--- src/rtl/hbt_pkg.sv ---
// ----------------------------------------------------------------------------
// hbt_pkg
// Shared types and constants for the heated-bed bang-bang thermostat.
// ----------------------------------------------------------------------------
package hbt_pkg;

    // Field widths
    localparam int KIND_W   = 2;
    localparam int NOW_W    = 32;
    localparam int TEMP_W   = 14;
    localparam int TARGET_W = 7;
    localparam int SEC_W    = 16;
    localparam int SEL_W    = 2;
    localparam int CFG_IDX_W  = 1;
    localparam int CFG_DATA_W = TARGET_W;

    // Default time counter width
    localparam int TIME_BITS_DEF = 32;

    // Timing periods in ms
    localparam int CONTROL_PERIOD_MS = 600;
    localparam int BEEP_PERIOD_MS    = 5000;
    localparam int COUNT_PERIOD_MS   = 1000;

    // Hysteresis in Q10.4 (2.0 C and 1.0 C)
    localparam int HYST_OFF_Q4 = 32;
    localparam int HYST_ON_Q4  = 16;

    // Fallback targets without a display, per sensor
    localparam logic [TARGET_W-1:0] FALLBACK_A = 7'd40;
    localparam logic [TARGET_W-1:0] FALLBACK_B = 7'd60;
    localparam logic [TARGET_W-1:0] FALLBACK_C = 7'd80;

    // Reset values of the configuration registers
    localparam logic [TARGET_W-1:0] TARGET_RESET  = 7'd60;
    localparam logic                DISPLAY_RESET = 1'b1;

    // Configuration register indexes
    localparam logic [CFG_IDX_W-1:0] REG_TARGET  = 1'b0;
    localparam logic [CFG_IDX_W-1:0] REG_DISPLAY = 1'b1;

    // Sensor select codes
    localparam logic [SEL_W-1:0] SENSOR_A    = 2'd0;
    localparam logic [SEL_W-1:0] SENSOR_B    = 2'd1;
    localparam logic [SEL_W-1:0] SENSOR_C    = 2'd2;
    localparam logic [SEL_W-1:0] SENSOR_NONE = 2'd3;

    typedef enum logic [KIND_W-1:0] {
        KIND_POLL  = 2'd0,
        KIND_ON    = 2'd1,
        KIND_OFF   = 2'd2,
        KIND_CLEAR = 2'd3
    } t_kind;

    // Sensor selection result
    typedef struct packed {
        logic                     present;
        logic [SEL_W-1:0]         active;
        logic signed [TEMP_W-1:0] temp;
        logic [TARGET_W-1:0]      target;
    } t_sel;

    // One result item
    typedef struct packed {
        logic             heater;
        logic             beep;
        logic             enable;
        logic [SEC_W-1:0] seconds;
        logic [SEL_W-1:0] active;
    } t_result;

endpackage

--- src/rtl/hbt_sensor_sel.sv ---
// ----------------------------------------------------------------------------
// hbt_sensor_sel
// Picks the first present thermistor and works out the control target.
// ----------------------------------------------------------------------------
module hbt_sensor_sel
    import hbt_pkg::*;
(
    input  logic signed [TEMP_W-1:0] i_sensor_a_temp,
    input  logic signed [TEMP_W-1:0] i_sensor_b_temp,
    input  logic signed [TEMP_W-1:0] i_sensor_c_temp,
    input  logic [TARGET_W-1:0]      i_target,
    input  logic                     i_display,
    output t_sel                     o_sel
);

    logic [TARGET_W-1:0] w_fallback;

    always_comb begin
        o_sel = '0;
        if (i_sensor_a_temp != '0) begin
            o_sel.active = SENSOR_A;
            o_sel.temp   = i_sensor_a_temp;
        end else if (i_sensor_b_temp != '0) begin
            o_sel.active = SENSOR_B;
            o_sel.temp   = i_sensor_b_temp;
        end else if (i_sensor_c_temp != '0) begin
            o_sel.active = SENSOR_C;
            o_sel.temp   = i_sensor_c_temp;
        end else begin
            o_sel.active = SENSOR_NONE;
            o_sel.temp   = '0;
        end
        o_sel.present = (o_sel.active != SENSOR_NONE);

        case (o_sel.active)
            SENSOR_A: w_fallback = FALLBACK_A;
            SENSOR_B: w_fallback = FALLBACK_B;
            SENSOR_C: w_fallback = FALLBACK_C;
            default:  w_fallback = '0;
        endcase

        // no sensor: target 0 forces the pin low
        o_sel.target = !o_sel.present ? '0 :
                       (i_display ? i_target : w_fallback);
    end

endmodule

--- src/rtl/hbt_ctrl.sv ---
// ----------------------------------------------------------------------------
// hbt_ctrl
// Thermostat state: heater level, enable flag, timers and on-time counter.
// ----------------------------------------------------------------------------
module hbt_ctrl
    import hbt_pkg::*;
#(
    parameter int TIME_BITS = TIME_BITS_DEF
) (
    input  logic                 i_clk,
    input  logic                 i_rst_n,
    input  logic                 i_step,
    input  t_kind                i_kind,
    input  logic [TIME_BITS-1:0] i_now,
    input  t_sel                 i_sel,
    input  logic                 i_display,
    output t_result              o_res
);

    logic                 r_heater, n_heater;
    logic                 r_enable, n_enable;
    logic [TIME_BITS-1:0] r_last_ctrl, n_last_ctrl;
    logic [TIME_BITS-1:0] r_last_beep, n_last_beep;
    logic [TIME_BITS-1:0] r_last_count, n_last_count;
    logic [SEC_W-1:0]     r_seconds, n_seconds;

    logic [TIME_BITS-1:0] w_ctrl_due_at;
    logic [TIME_BITS-1:0] w_beep_due_at;
    logic [TIME_BITS-1:0] w_count_due_at;
    logic signed [15:0]   w_temp_ext;
    logic signed [15:0]   w_t16;
    logic                 w_hit_off;
    logic                 w_hit_on;
    logic                 w_beep;

    // wrapped deadlines, compared unsigned
    assign w_ctrl_due_at  = r_last_ctrl  + TIME_BITS'(CONTROL_PERIOD_MS);
    assign w_beep_due_at  = r_last_beep  + TIME_BITS'(BEEP_PERIOD_MS);
    assign w_count_due_at = r_last_count + TIME_BITS'(COUNT_PERIOD_MS);

    // hysteresis compares in Q10.4
    assign w_temp_ext = {{(16-TEMP_W){i_sel.temp[TEMP_W-1]}}, i_sel.temp};
    assign w_t16      = {{(16-TARGET_W-4){1'b0}}, i_sel.target, 4'b0000};
    assign w_hit_off  = (w_temp_ext + 16'(HYST_OFF_Q4)) >= w_t16;
    assign w_hit_on   = (w_temp_ext + 16'(HYST_ON_Q4)) <= w_t16;

    always_comb begin
        n_heater     = r_heater;
        n_enable     = r_enable;
        n_last_ctrl  = r_last_ctrl;
        n_last_beep  = r_last_beep;
        n_last_count = r_last_count;
        n_seconds    = r_seconds;
        w_beep       = 1'b0;
        unique case (i_kind)
            KIND_ON: begin
                n_last_count = i_now;
                n_enable     = 1'b1;
            end
            KIND_OFF: begin
                n_heater = 1'b0;
                n_enable = 1'b0;
            end
            KIND_CLEAR: begin
                n_seconds = '0;
            end
            KIND_POLL: begin
                if (!i_sel.present && r_enable && (i_now >= w_beep_due_at)) begin
                    n_last_beep = i_now;
                    w_beep      = 1'b1;
                end
                if ((!i_display || r_enable) && (i_now > w_ctrl_due_at)) begin
                    if (i_sel.target != '0) begin
                        if (r_heater) begin
                            if (w_hit_off) n_heater = 1'b0;
                        end else begin
                            if (w_hit_on) n_heater = 1'b1;
                        end
                    end else begin
                        n_heater = 1'b0;
                    end
                    n_last_ctrl = i_now;
                end
                if (r_enable && (i_now >= w_count_due_at)) begin
                    n_last_count = i_now;
                    n_seconds    = r_seconds + 1'b1;
                end
            end
            default: begin
            end
        endcase
    end

    always_comb begin
        o_res.heater  = n_heater;
        o_res.beep    = w_beep;
        o_res.enable  = n_enable;
        o_res.seconds = n_seconds;
        o_res.active  = (i_kind == KIND_POLL) ? i_sel.active : SENSOR_NONE;
    end

    always_ff @(posedge i_clk) begin
        if (!i_rst_n) begin
            r_heater     <= 1'b0;
            r_enable     <= 1'b0;
            r_last_ctrl  <= '0;
            r_last_beep  <= '0;
            r_last_count <= '0;
            r_seconds    <= '0;
        end else if (i_step) begin
            r_heater     <= n_heater;
            r_enable     <= n_enable;
            r_last_ctrl  <= n_last_ctrl;
            r_last_beep  <= n_last_beep;
            r_last_count <= n_last_count;
            r_seconds    <= n_seconds;
        end
    end

endmodule

--- src/rtl/heatbed_bang_bang_thermostat_unit.sv ---
// ----------------------------------------------------------------------------
// heatbed_bang_bang_thermostat_unit
// Result path: an accepted input transaction is captured in the input
//   register, then its result in the result register; one result
//   transaction per input.
// Throughput: one transaction per cycle unless the result channel stalls,
//   set by the single state update between input and result registers.
// Reset (synchronous, active low): pipeline empty, heater off, heating
//   disabled, timers and on-time zero, target 60 C, display present.
// ----------------------------------------------------------------------------
module heatbed_bang_bang_thermostat_unit
    import hbt_pkg::*;
#(
    parameter int TIME_BITS = TIME_BITS_DEF
) (
    input  logic                     i_clk,
    input  logic                     i_rst_n,

    // configuration write port
    input  logic                     i_cfg_we,
    input  logic [CFG_IDX_W-1:0]     i_cfg_index,
    input  logic [CFG_DATA_W-1:0]    i_cfg_data,

    // input channel
    input  logic                     i_in_valid,
    output logic                     o_in_ready,
    input  logic [KIND_W-1:0]        i_kind,
    input  logic [NOW_W-1:0]         i_now_ms,
    input  logic signed [TEMP_W-1:0] i_sensor_a_temp,
    input  logic signed [TEMP_W-1:0] i_sensor_b_temp,
    input  logic signed [TEMP_W-1:0] i_sensor_c_temp,

    // result channel
    output logic                     o_out_valid,
    input  logic                     i_out_ready,
    output logic                     o_heater_drive,
    output logic                     o_beep_pulse,
    output logic                     o_heating_enabled,
    output logic [SEC_W-1:0]         o_on_seconds,
    output logic [SEL_W-1:0]         o_active_sensor
);

    // ---------------- configuration registers ----------------
    logic [TARGET_W-1:0] r_target;
    logic                r_display;

    always_ff @(posedge i_clk) begin
        if (!i_rst_n) begin
            r_target  <= TARGET_RESET;
            r_display <= DISPLAY_RESET;
        end else if (i_cfg_we) begin
            unique case (i_cfg_index)
                REG_TARGET:  r_target  <= i_cfg_data[TARGET_W-1:0];
                REG_DISPLAY: r_display <= i_cfg_data[0];
                default: begin
                end
            endcase
        end
    end

    // ---------------- input register ----------------
    // Holds one accepted transaction. It advances into the result register
    // whenever that register is empty or being drained, so the input side
    // keeps taking a transaction every cycle while results flow.
    logic                     r_in_valid;
    t_kind                    r_in_kind;
    logic [TIME_BITS-1:0]     r_in_now;
    logic signed [TEMP_W-1:0] r_in_a;
    logic signed [TEMP_W-1:0] r_in_b;
    logic signed [TEMP_W-1:0] r_in_c;

    logic    r_out_valid;
    t_result r_out;
    logic    w_advance;
    logic    w_accept;

    assign w_advance  = r_in_valid && (!r_out_valid || i_out_ready);
    assign o_in_ready = !r_in_valid || w_advance;
    assign w_accept   = i_in_valid && o_in_ready;

    always_ff @(posedge i_clk) begin
        if (!i_rst_n) begin
            r_in_valid <= 1'b0;
        end else if (w_accept) begin
            r_in_valid <= 1'b1;
        end else if (w_advance) begin
            r_in_valid <= 1'b0;
        end
    end

    // payload: no reset needed
    always_ff @(posedge i_clk) begin
        if (w_accept) begin
            r_in_kind <= t_kind'(i_kind);
            r_in_now  <= TIME_BITS'(i_now_ms);   // masked or widened to timer width
            r_in_a    <= i_sensor_a_temp;
            r_in_b    <= i_sensor_b_temp;
            r_in_c    <= i_sensor_c_temp;
        end
    end

    // ---------------- single-pass step logic ----------------
    t_sel    w_sel;
    t_result w_res;

    hbt_sensor_sel u_sensor_sel (
        .i_sensor_a_temp (r_in_a),
        .i_sensor_b_temp (r_in_b),
        .i_sensor_c_temp (r_in_c),
        .i_target        (r_target),
        .i_display       (r_display),
        .o_sel           (w_sel)
    );

    // thermostat state commits on the same edge the result is registered,
    // which keeps results in transaction order
    hbt_ctrl #(
        .TIME_BITS (TIME_BITS)
    ) u_ctrl (
        .i_clk     (i_clk),
        .i_rst_n   (i_rst_n),
        .i_step    (w_advance),
        .i_kind    (r_in_kind),
        .i_now     (r_in_now),
        .i_sel     (w_sel),
        .i_display (r_display),
        .o_res     (w_res)
    );

    // ---------------- result register ----------------
    always_ff @(posedge i_clk) begin
        if (!i_rst_n) begin
            r_out_valid <= 1'b0;
        end else if (w_advance) begin
            r_out_valid <= 1'b1;
        end else if (i_out_ready) begin
            r_out_valid <= 1'b0;
        end
    end

    always_ff @(posedge i_clk) begin
        if (w_advance) begin
            r_out <= w_res;
        end
    end

    assign o_out_valid       = r_out_valid;
    assign o_heater_drive    = r_out.heater;
    assign o_beep_pulse      = r_out.beep;
    assign o_heating_enabled = r_out.enable;
    assign o_on_seconds      = r_out.seconds;
    assign o_active_sensor   = r_out.active;

endmodule
--- config.mk ---
export PLATFORM = sky130hd
export DESIGN_NAME = heatbed_bang_bang_thermostat_unit
export DESIGN_NICKNAME = d
export VERILOG_FILES = /design/src/rtl/hbt_pkg.sv /design/src/rtl/hbt_sensor_sel.sv /design/src/rtl/hbt_ctrl.sv /design/src/rtl/heatbed_bang_bang_thermostat_unit.sv
export SDC_FILE = /design/constraint.sdc
export NUM_CORES = 1
export LEC_CHECK = 0
export BUFFER_PORTS_ARGS = -buffer_cell sky130_fd_sc_hd__buf_4
export CORE_MARGIN = 3
export CORE_UTILIZATION = 55
export CTS_CLUSTER_DIAMETER = 150
export DETAILED_ROUTE_END_ITERATION = 10
export PLACE_DENSITY = 0.81
export SLEW_MARGIN = 25
export SYNTH_ARGS = -nofsm -noshare
export SYNTH_HDL_FRONTEND = slang
export SYNTH_SLANG_ARGS = --single-unit
--- constraint.sdc ---
create_clock -name i_clk -period 4.75 [get_ports i_clk]
set_clock_uncertainty 0.15 [all_clocks]
set_input_delay 0.7125 -clock i_clk [delete_from_list [all_inputs] [get_ports i_clk]]
set_output_delay 0.7125 -clock i_clk [all_outputs]
set_load 0.01 [all_outputs]
==> flow_summary.ini <==
[critical_path]
path_depth = 18
path_class = flip-flop to flip-flop
path_buf_inv = 3
worstPathCellList = or4_4 > or3_4 > nor2b_1 > nand4_1 > buf_4 > xor2_1 > ha_1 > a21o_1 > a21o_1 > a21o_1 > a211o_1 > o2111ai_1 > a21o_2 > and2_1 > a21oi_4 > buf_12 > clkbuf_16 > mux2i_1
cp_top_family = simple AND/OR/NAND/NOR gates
slowest_stage = or4_4
worstPathRequired_ps = 5020
crit_top_cell = a21o_1
path_max_fanout = 11
r2r_start = u_ctrl.r_last_count[6]$_SDFFE_PN0P_
endpoint_kind = flip-flop
cp_data_arrival_time_ps = 4960
reg2reg_depth = 18
cp_slowest_stage_delay_ps = 540
critPathLaunch = u_ctrl.r_last_count[6]$_SDFFE_PN0P_
crit_path_end = u_ctrl.r_last_count[23]$_SDFFE_PN0P_
cp-start-kind = flip-flop
worstReg2RegEnd = u_ctrl.r_last_count[23]$_SDFFE_PN0P_
rrSetupSlack_ps = 60

[floorplan]
start_util_pct = 56.4
die_area_um2 = 25200
die_y_um = 159
die_w_um = 159
io_pins = 112
core-area_um2 = 22800
row_count = 55

[yosys]
synth_ff_type = dfxtp_1
synth.avg_cell_area_um2 = 9.77
syn_inst = 1315
synth_enable_flop_cells = 97
synth_area_um2 = 12800
syn-num-nets = 1526
ys_seq_area_share_pct = 42.0
ys_ff_latch = 221
yosys_warnings = 0
synth_cell_types = 70
async_reset_ff_share_pct = 0

[sta]
max-slew-margin-rel_pct = 33.6
hold_viol = 0
fin_ws_ps = 62.2
fmax_mhz = 213
tns_ps = 0
setup_violations = 0
drv_slew = 0
tightest_slew_ps = 995
period_minus_slack_ps = 4690
fin_crit_sh_pct = 98.7

[route]
antenna_left = 0
drt_iter0_drc = 776
wl_um = 30900
wl_per_cell_um = 17.3
drc = 0
vias = 10323
viasPerCell = 5.79
firstDrtPassIters = 5

[hold_path]
hold_path.class = input port to flip-flop

[clocking]
cts.path.max_buffers = 3
path_clk_slew_ps = 60
cts-buffers-inserted = 25
cts_tree = yes
cts_sinks = 221
insertion_delay_ps = 520
root_buffer = clkbuf_16
cts_max_level = 1

[place]
place_area_um2 = 14200
dp_hpwl_um = 21600
dpl.cell_count = 1726
port_buffers = 111
place_ws_ps = 60.0
gp_congestion = 0.910

[finish]
fin_cells = 1784
area_delta_synth_final_pct = 19.2
final_nets = 1664
fillers = 1714
drive_above_1_share_pct = 16.5
design_area_um2 = 15300
final_cell_mix = nand2_1 (189), buf_4 (139), dfxtp_1 (123)
n_antenna_cell = 0
final_common_cell = nand2_1

[grt]
grt_overflow = 0
grt_pass1_vias = 10157
grt_pass1_wl_um = 49400
grt_max_degree = 77
grt_usage_pct = 23.2
antenna_found_initial = 1

[flow_run]
max_cap_viol_count = 0

[power_and_ir_drop]
p_leak_nw = 6.45
ir_worst_vdd_mv = 0.324
finalPower_mw = 4.57
power_density_nw_per_um2 = 299

[outcome]
outcome = complete, no violations
-- synth_stat cells, types with 4 or more instances --
library cell / count / share of area (%)
nor2_1: 108 / 3.2
nand2b_1: 13 / 0.63
a31o_2: 12 / 0.82
buf_2: 10 / 0.39
a2111oi_0: 6 / 0.41
or4_1: 4 / 0.23
nand3_1: 42 / 1.6
nand2_1: 190 / 5.6
or2_2: 5 / 0.24
nor3_1: 13 / 0.51
a211o_1: 4 / 0.27
xor2_1: 47 / 3.2
a21o_1: 37 / 2.2
and2_1: 12 / 0.58
and3_1: 17 / 0.83
nand4_1: 32 / 1.6
a21oi_1: 61 / 2.4
mux2i_1: 99 / 7.7
nor2b_1: 15 / 0.73
o21ai_0: 28 / 1.1
inv_1: 37 / 1.1
nor4_1: 8 / 0.39
o211ai_1: 4 / 0.23
dfxtp_1: 124 / 19
clkbuf_1: 31 / 0.91
edfxtp_1: 97 / 23
xnor2_1: 52 / 3.5
ha_1: 122 / 12
a211oi_1: 7 / 0.41
o21a_1: 8 / 0.47
a31oi_1: 6 / 0.29
or3_1: 6 / 0.29
-- through the flow --
step / util (%) / hold WS, ps
3_3_place_gp: 62.3 / 295
5_1_grt: 67.2 / 187
6_report: 67.2 / 217
3_5_place_dp: 62.3 / 302
2_1_floorplan: - / 285
4_1_cts: 66.0 / 189
-- worst min path at each step --
stage,from,to,cells past startpoint
after global routing,i_sensor_c_temp[2],r_in_c[2]$_DFFE_PP_,1
final,i_now_ms[5],r_in_now[5]$_DFFE_PP_,1
after floorplan,u_ctrl.r_last_count[1]$_SDFFE_PN0P_,u_ctrl.r_last_count[1]$_SDFFE_PN0P_,2
after detailed placement,u_ctrl.r_last_count[2]$_SDFFE_PN0P_,u_ctrl.r_last_count[2]$_SDFFE_PN0P_,2
after global placement,r_target[6]$_SDFFE_PN0P_,r_target[6]$_SDFFE_PN0P_,2
after CTS,i_sensor_c_temp[2],r_in_c[2]$_DFFE_PP_,1
-- registers in the layout, indices dropped and copies added, names as in the netlist --
register and flops:
r_in_valid 1, u_ctrl.r_last_count 32, r_in_c 14, r_in_kind 2, o_heater_drive 1, r_in_now 32, r_in_a 14, r_in_b 14
u_ctrl.r_seconds 16, u_ctrl.r_last_beep 32, o_active_sensor 2, o_out_valid 1, u_ctrl.r_enable 1, o_on_seconds 16, r_display 1, u_ctrl.r_last_ctrl 32
o_beep_pulse 1, u_ctrl.r_heater 1, o_heating_enabled 1, r_target 7
-- final cells by class --
class | instances | area [um2] | area share (%)
flip-flops and latches | 221 | 5400 | 35.3
clock buffers | 31 | 648 | 4.23
well taps | 313 | 392 | 2.56
clock inverters | 14 | 194 | 1.27
multi-input cells | 1015 | 7250 | 47.4
repair buffers | 152 | 1280 | 8.39
inverters | 38 | 143 | 0.932
-- per-layer routing --
layer	part of all wire (%)	global-route usage, %
met4	2.4	5.89
met5	0.029	0
met3	5.3	4.02
met1	45	30.5
met2	47	39.7
-- worst reg2reg max path, cell delays in order (launching register included) --
cell and delay (ps):
dfxtp_1 360, or4_4 540, or3_4 370, nor2b_1 160
nand4_1 190, buf_4 170, xor2_1 150, ha_1 270
a21o_1 200, a21o_1 190, a21o_1 190, a211o_1 280
o2111ai_1 120, a21o_2 320, and2_1 300, a21oi_4 90
buf_12 160, clkbuf_16 170, mux2i_1 220
-- report_power, final --
group	switching [mW]	internal [mW]	leakage, nW
registers	0.0624	2.05	1.94
logic	0.248	0.213	4.10
clock network	0.760	1.24	0.412
total	1.07	3.50	6.45
-- repair_timing --
item                       CTS  global route
setup endpoints to repair    0           121
setup buffers                0             7
resized for setup            0            27
hold endpoints to repair     0             0
hold buffers                 0             0
-- cells by family (layout without fill, tap and decap cells) --
family | after synthesis | in the layout | synth area share, %
fa+ha+maj | 122 | 122 | 11.9
buf+inv | 79 | 235 | 2.41
flops | 221 | 221 | 42.0
mux | 101 | 101 | 7.89
simple gates | 484 | 484 | 17.9
compound gates | 209 | 209 | 11.2
xor+xnor | 99 | 99 | 6.75
No activity file was read; power rests on OpenSTA's default activity.
